`src/rtl/rrs_pkg.sv`:
```
// ----------------------------------------------------------------------------
// Resolution search package
// Shared widths, sizes, result codes and the queued item type.
// ----------------------------------------------------------------------------
`default_nettype none
package rrs_pkg;
   localparam int CLAUSE_MAX = 256;
   localparam int LIT_MAX    = 32;
   localparam int LIT_W      = 10;
   localparam int ROW_W      = 8;
   localparam int COL_W      = 5;
   localparam int TOTAL_W    = 9;
   localparam int LEN_W      = 6;
   localparam int ROUND_W    = 16;
   localparam int OUT_W      = 2;
   localparam int QUEUE_DEPTH = 4;
   localparam int QPTR_W     = 2;
   localparam int QCNT_W     = 3;

   localparam logic [OUT_W-1:0] OUT_REFUTED   = 2'd0;
   localparam logic [OUT_W-1:0] OUT_SATURATED = 2'd1;
   localparam logic [OUT_W-1:0] OUT_EXHAUSTED = 2'd2;

   localparam logic [ROUND_W-1:0] ROUNDS_RESET = 16'd16;

   typedef struct packed {
      logic [LIT_W-1:0] literal;
      logic             literal_present;
      logic             clause_end;
      logic             formula_end;
   } item_type;
endpackage
`default_nettype wire

```
`src/rtl/rrs_front.sv`:
```
// ----------------------------------------------------------------------------
// Resolution search front end
// Accepts literal items and holds them in a short queue for the engine.
// ----------------------------------------------------------------------------
`default_nettype none
module rrs_front (
   input  wire logic                   clock,
   input  wire logic                   reset,
   input  wire logic                   start,
   output logic                        busy,
   input  wire rrs_pkg::item_type      item,
   input  wire logic                   pop,
   output logic                        q_valid,
   output rrs_pkg::item_type           q_item
);
   rrs_pkg::item_type q_ff [rrs_pkg::QUEUE_DEPTH];
   logic [rrs_pkg::QPTR_W-1:0] wr_ptr_ff, wr_ptr_in, rd_ptr_ff, rd_ptr_in;
   logic [rrs_pkg::QCNT_W-1:0] count_ff, count_in;
   logic push, pop_ok;

   assign busy    = (count_ff == rrs_pkg::QCNT_W'(rrs_pkg::QUEUE_DEPTH));
   assign push    = start && !busy;
   assign q_valid = (count_ff != '0);
   assign q_item  = q_ff[rd_ptr_ff];
   assign pop_ok  = pop && q_valid;

   always_comb begin
      wr_ptr_in = wr_ptr_ff + rrs_pkg::QPTR_W'(push);
      rd_ptr_in = rd_ptr_ff + rrs_pkg::QPTR_W'(pop_ok);
      count_in  = count_ff + rrs_pkg::QCNT_W'(push) - rrs_pkg::QCNT_W'(pop_ok);
   end

   always_ff @(posedge clock) begin
      if (reset) begin
         wr_ptr_ff <= '0;
         rd_ptr_ff <= '0;
         count_ff  <= '0;
      end else begin
         wr_ptr_ff <= wr_ptr_in;
         rd_ptr_ff <= rd_ptr_in;
         count_ff  <= count_in;
      end
      if (push) begin
         q_ff[wr_ptr_ff] <= item;
      end
   end
endmodule
`default_nettype wire

```
`config.mk`:
```
export PLATFORM = sky130hd
export DESIGN_NAME = rrs_front
export DESIGN_NICKNAME = d
export VERILOG_FILES = /design/src/rtl/rrs_pkg.sv /design/src/rtl/rrs_front.sv
export SDC_FILE = /design/constraint.sdc
export NUM_CORES = 1
export LEC_CHECK = 0
export ABC_AREA = 1
export BUFFER_PORTS_ARGS = -buffer_cell sky130_fd_sc_hd__buf_2
export CORE_ASPECT_RATIO = 1.25
export CORE_MARGIN = 2
export CORE_UTILIZATION = 56
export CTS_CLUSTER_SIZE = 14
export DETAILED_ROUTE_END_ITERATION = 10
export HOLD_SLACK_MARGIN = 0.12
export PLACE_DENSITY = 0.78
export SYNTH_ARGS = -nofsm -noshare
export SYNTH_HDL_FRONTEND = slang
export SYNTH_SLANG_ARGS = --single-unit
```
`constraint.sdc`:
```
create_clock -name clock -period 2.1 [get_ports clock]
set_input_delay 0.315 -clock clock [delete_from_list [all_inputs] [get_ports clock]]
set_output_delay 0.315 -clock clock [all_outputs]
set_load 0.02 [all_outputs]
```
Word-level counts from Yosys, hierarchy flattened
Memory sizes are Yosys's and may differ from the RTL's. A register that Yosys moved wholly into a read port is not among the register bits.
Index checks and enable logic that the tools add are counted.

storage, ports and cells
  flip-flop bits (word level) = 7
  RAM bits = 52
  bits of input ports = 17
  output and inout port bits = 15
  memories = 1

cells by class
  add/subtract/negate cells = 4
  equal/unequal tests = 1
  muxes and demuxes = 3
  reduce and logical (&&, ||, !) cells = 4

memory list
  name  words  bits a word  rd ports  clocked after Yosys merged registers in  write ports  line             text
  q_ff  4      13           1         1                                        1            rrs_front.sv:16  rrs_pkg::item_type q_ff [rrs_pkg::QUEUE_DEPTH];

operator list
  cell                                         number
  2-bit by 1-bit adder with 2-bit output       2
  3-bit by 1-bit adder with 3-bit output       1
  3-bit == test (second input constant)        1
  3-bit nonzero test                           1
  3-bit by 1-bit subtractor with 3-bit output  1
  1-bit logical AND                            2
  1-bit 2-to-1 mux                             2
  2-bit 2-to-1 mux                             1
  1-bit zero test                              1

Depth between registers and ports, before layout
  word-level depth = 5
  depth in mapped cells = 11
  depth with buffers taken out = 11

Worst setup path before layout
No wires, ideal clock.

  path type = reg-to-reg
  start = register count_ff[1] in the netlist's numbering
  end = memory q_ff[0][0] in the netlist's numbering, enable pin
  arrival = 1502 ps
  setup slack = 198 ps
  cell stages (with the launch flop) = 5
  path buffers = 0
  period minus slack after synthesis = 1902 ps
  cells stage by stage = dfxtp_1 -> inv_2 -> nand2_2 -> o21ai_4 -> nor3_1

on the way
  longest elaborated chain between the ends = 5

RTL lines
  item                                    line             text
  from (decl)                             rrs_front.sv:18  logic [rrs_pkg::QCNT_W-1:0] count_ff, count_in;
  from (signal assigned)                  rrs_front.sv:41  count_ff <= count_in;
  3-bit == test                           rrs_front.sv:21  assign busy = (count_ff == rrs_pkg::QCNT_W'(rrs_pkg::QUEUE_DEPTH));
  1-bit zero test                         rrs_front.sv:22  assign push = start && !busy;
  1-bit logical AND                       rrs_front.sv:22
  1-bit 2-to-1 mux                        rrs_front.sv:43  if (push) begin
  1-bit 2-to-1 mux (implied by the code)  rrs_front.sv:44  q_ff[wr_ptr_ff] <= item;
  to (decl)                               rrs_front.sv:16

No other way between the ends.

==> flow_results.xml <==
<?xml version="1.0" encoding="UTF-8"?>
<metrics>
  <group name="power_and_ir_drop">
    <metric name="leakagePower" unit="nW">1.02</metric>
    <metric name="finalPower" unit="mW">3.46</metric>
    <metric name="ir_worst_vdd" unit="mV">0.836</metric>
    <metric name="power_density" unit="nW/µm²">1270</metric>
  </group>
  <group name="synth">
    <metric name="synthCells" unit="">176</metric>
    <metric name="synth_enable_flop_cells" unit="">52</metric>
    <metric name="netlist_area" unit="µm²">2310</metric>
    <metric name="synthesis.area_per_instance" unit="µm²">13.1</metric>
    <metric name="synth-seq-area-share" unit="%">73.6</metric>
    <metric name="ys_seq_elements" unit="">59</metric>
    <metric name="ys.warnings.count" unit="">0</metric>
    <metric name="synthFlopType" unit="">edfxtp_1</metric>
    <metric name="synth.distinct_cells" unit="">24</metric>
    <metric name="mappedNetlistNets" unit="">196</metric>
    <metric name="ys_async_sr_fraction" unit="%">0</metric>
  </group>
  <group name="timing">
    <metric name="layout_setup_ws" unit="ns">0.217</metric>
    <metric name="worst_pin_slew" unit="ns">0.440</metric>
    <metric name="final.hold.worst_slack" unit="ns">0.202</metric>
    <metric name="finalSetupTns" unit="ns">0</metric>
    <metric name="finClkSkew" unit="ns">0.00696</metric>
    <metric name="final-max-slew-violation-count" unit="">0</metric>
    <metric name="grt_setup_unrepaired" unit="">false</metric>
    <metric name="period_needed" unit="ns">1.88</metric>
    <metric name="timing_hold_violations_final" unit="">0</metric>
    <metric name="setup_violations" unit="">0</metric>
    <metric name="max-slew-margin-rel" unit="%">70.6</metric>
    <metric name="achievable-frequency" unit="MHz">531</metric>
    <metric name="fin_crit_sh" unit="%">89.7</metric>
  </group>
  <group name="die">
    <metric name="start_util" unit="%">57.3</metric>
    <metric name="floorplan.die.width" unit="µm">61.5</metric>
    <metric name="die_area" unit="µm²">4660</metric>
    <metric name="placementRows" unit="">26</metric>
    <metric name="die_h" unit="µm">75.8</metric>
    <metric name="boundaryPins" unit="">32</metric>
    <metric name="placeable_area" unit="µm²">4030</metric>
  </group>
  <group name="clock_network">
    <metric name="cts_tree" unit="">yes</metric>
    <metric name="tritoncts.num_buffers" unit="">9</metric>
    <metric name="ctsResizeCount" unit="">0</metric>
    <metric name="worst_skew_pair.late_latency" unit="ns">0.32</metric>
    <metric name="clock-root-buffer" unit="">clkbuf_8</metric>
    <metric name="post_cts_buffers" unit="">0</metric>
    <metric name="clock_tree.htree_level_count" unit="">3</metric>
    <metric name="hold_buffers" unit="">0</metric>
    <metric name="cts_buffer_depth" unit="">2</metric>
    <metric name="clock_transition_at_path_regs" unit="ns">0.06</metric>
    <metric name="cts_sinks" unit="">59</metric>
  </group>
  <group name="placed_design">
    <metric name="total_cell_area_at_the_placement_stage" unit="µm²">2550</metric>
    <metric name="gp_congestion" unit="">0.752</metric>
    <metric name="dp.final_hpwl" unit="µm">2360</metric>
    <metric name="place_inst" unit="">262</metric>
    <metric name="placement.io_buffers" unit="">31</metric>
    <metric name="place_ws" unit="ns">0.344</metric>
  </group>
  <group name="route">
    <metric name="detail_route.iter0.violations" unit="">99</metric>
    <metric name="drtAntennaViolNets" unit="">0</metric>
    <metric name="routed-via-count" unit="">1482</metric>
    <metric name="drt_first_pass_iters" unit="">4</metric>
    <metric name="route.detailed.drc" unit="">0</metric>
    <metric name="drt_wl_total" unit="µm">4040</metric>
    <metric name="drt-wirelength-per-cell" unit="µm">14.5</metric>
    <metric name="post_drt_via_cell_ratio" unit="">5.33</metric>
  </group>
  <group name="finish">
    <metric name="post_route_cells_drive_above_1_share" unit="%">26.6</metric>
    <metric name="fill_cells" unit="">320</metric>
    <metric name="finish.cell_count_without_fillers" unit="">278</metric>
    <metric name="antenna_diodes" unit="">0</metric>
    <metric name="final_cell_area" unit="µm²">2730</metric>
    <metric name="syn2layout_area_growth" unit="%">17.9</metric>
    <metric name="postLayoutCoreUtil" unit="%">67.6</metric>
    <metric name="most-common-layout-cells" unit="">52 x edfxtp_1, 35 x nor2_1, 31 x buf_2</metric>
    <metric name="final_common_cell" unit="">edfxtp_1</metric>
    <metric name="final_net_count" unit="">237</metric>
  </group>
  <group name="worst_setup_path">
    <metric name="arrival" unit="ns">1.57</metric>
    <metric name="startpoint_type" unit="">register</metric>
    <metric name="worst-setup-path-type" unit="">reg -&gt; out</metric>
    <metric name="r2r_start" unit="">count_ff[1]$_SDFF_PP0_</metric>
    <metric name="crit_path_max_fanout" unit="">9</metric>
    <metric name="critPathCaptureType" unit="">output pin</metric>
    <metric name="crit_start" unit="">rd_ptr_ff[1]$_SDFF_PP0_</metric>
    <metric name="setup.reg_to_reg.worst_slack" unit="ns">0.33</metric>
    <metric name="critical_path_required" unit="ns">1.78</metric>
  </group>
  <group name="job">
    <metric name="max_cap_viol_count" unit="">0</metric>
  </group>
  <group name="grt">
    <metric name="grt_start_max_net_pins" unit="">29</metric>
    <metric name="grt_pass1_wl" unit="µm">6200</metric>
    <metric name="track_usage" unit="%">19.5</metric>
    <metric name="grt_remaining_overflow" unit="">0</metric>
    <metric name="grt_antenna_before_repair" unit="">0</metric>
    <metric name="vias_in_the_first_global_route" unit="">1391</metric>
  </group>
  <group name="worst_hold_path">
    <metric name="hold_class" unit="">in -&gt; reg</metric>
    <metric name="hold_path_startpoint" unit="">item[9]</metric>
  </group>
  <group name="run_status">
    <metric name="run_status" unit="">completed</metric>
  </group>
</metrics>
-- worst max-delay path: stages (launching register included) --
cell     delay (ns)
dfxtp_1        0.54
buf_4          0.22
o21ai_0        0.09
o22ai_1        0.20
buf_2          0.20
-- report_power, final --
group	total, mW	leakage (nW)	switching, mW	internal [mW]
Clock	0.932	0.0890	0.388	0.544
Combinational	0.994	0.392	0.675	0.319
Sequential	1.53	0.534	0.0767	1.45
Total	3.46	1.02	1.14	2.32
-- Yosys cell counts, types with 2 or more instances --
library cell  instances  area [µm²]
nor2_1               35         131
nand2_1               8        30.0
dfxtp_1               7         140
inv_2                 3        11.3
o21ai_0              25         125
ha_1                  2        25.0
edfxtp_1             52        1560
xnor2_1               2        17.5
nor3_1                4        20.0
inv_1                 9        33.8
nand2_2               2        12.5
buf_2                 3        15.0
o22ai_1              13        81.3
-- path summary, 6_finish.rpt --
| path | endpoint | cells past startpoint |
|---|---|---|
| worst max-delay path | q_item[10] | 4 |
| worst min register to register | wr_ptr_ff[1]$_SDFF_PP0_ | 2 |
| worst max register to register | count_ff[2]$_SDFF_PP0_ | 10 |
| worst min-delay path | q_ff[2][9]$_DFFE_PP_ | 1 |
-- area by class of cell --
type	instances	area (µm²)	share of cell area (%)
well taps	56	70.1	2.57
multi-input cells	98	531	19.5
flip-flops and latches	59	1700	62.4
repair buffers	37	200	7.35
clock inverters	3	38.8	1.42
clock buffers	13	139	5.10
inverters	12	45.0	1.65
-- cell families after synthesis --
family	after synthesis	synth area share, %
flip-flops	59	73.6
XOR/XNOR	2	0.758
buffers and inverters	19	4.28
AND/OR/NAND/NOR	52	9.31
adder cells (fa/ha/maj)	3	1.95
AO/OA/AOI/OAI	41	10.1
-- layer usage --
metal,vias up,wire length [µm],GRT usage (%)
li1,712,-,-
met1,726,1740,22.3
met2,37,2040,30.9
met3,7,162,5.77
met4,0,97,13.7
met5,-,0,0
-- state kept, by name, indices dropped and copies added, names as in the netlist --
name       flops
count_ff       3
wr_ptr_ff      2
q_ff          52
rd_ptr_ff      2
(Power assumes the default switching activity.)
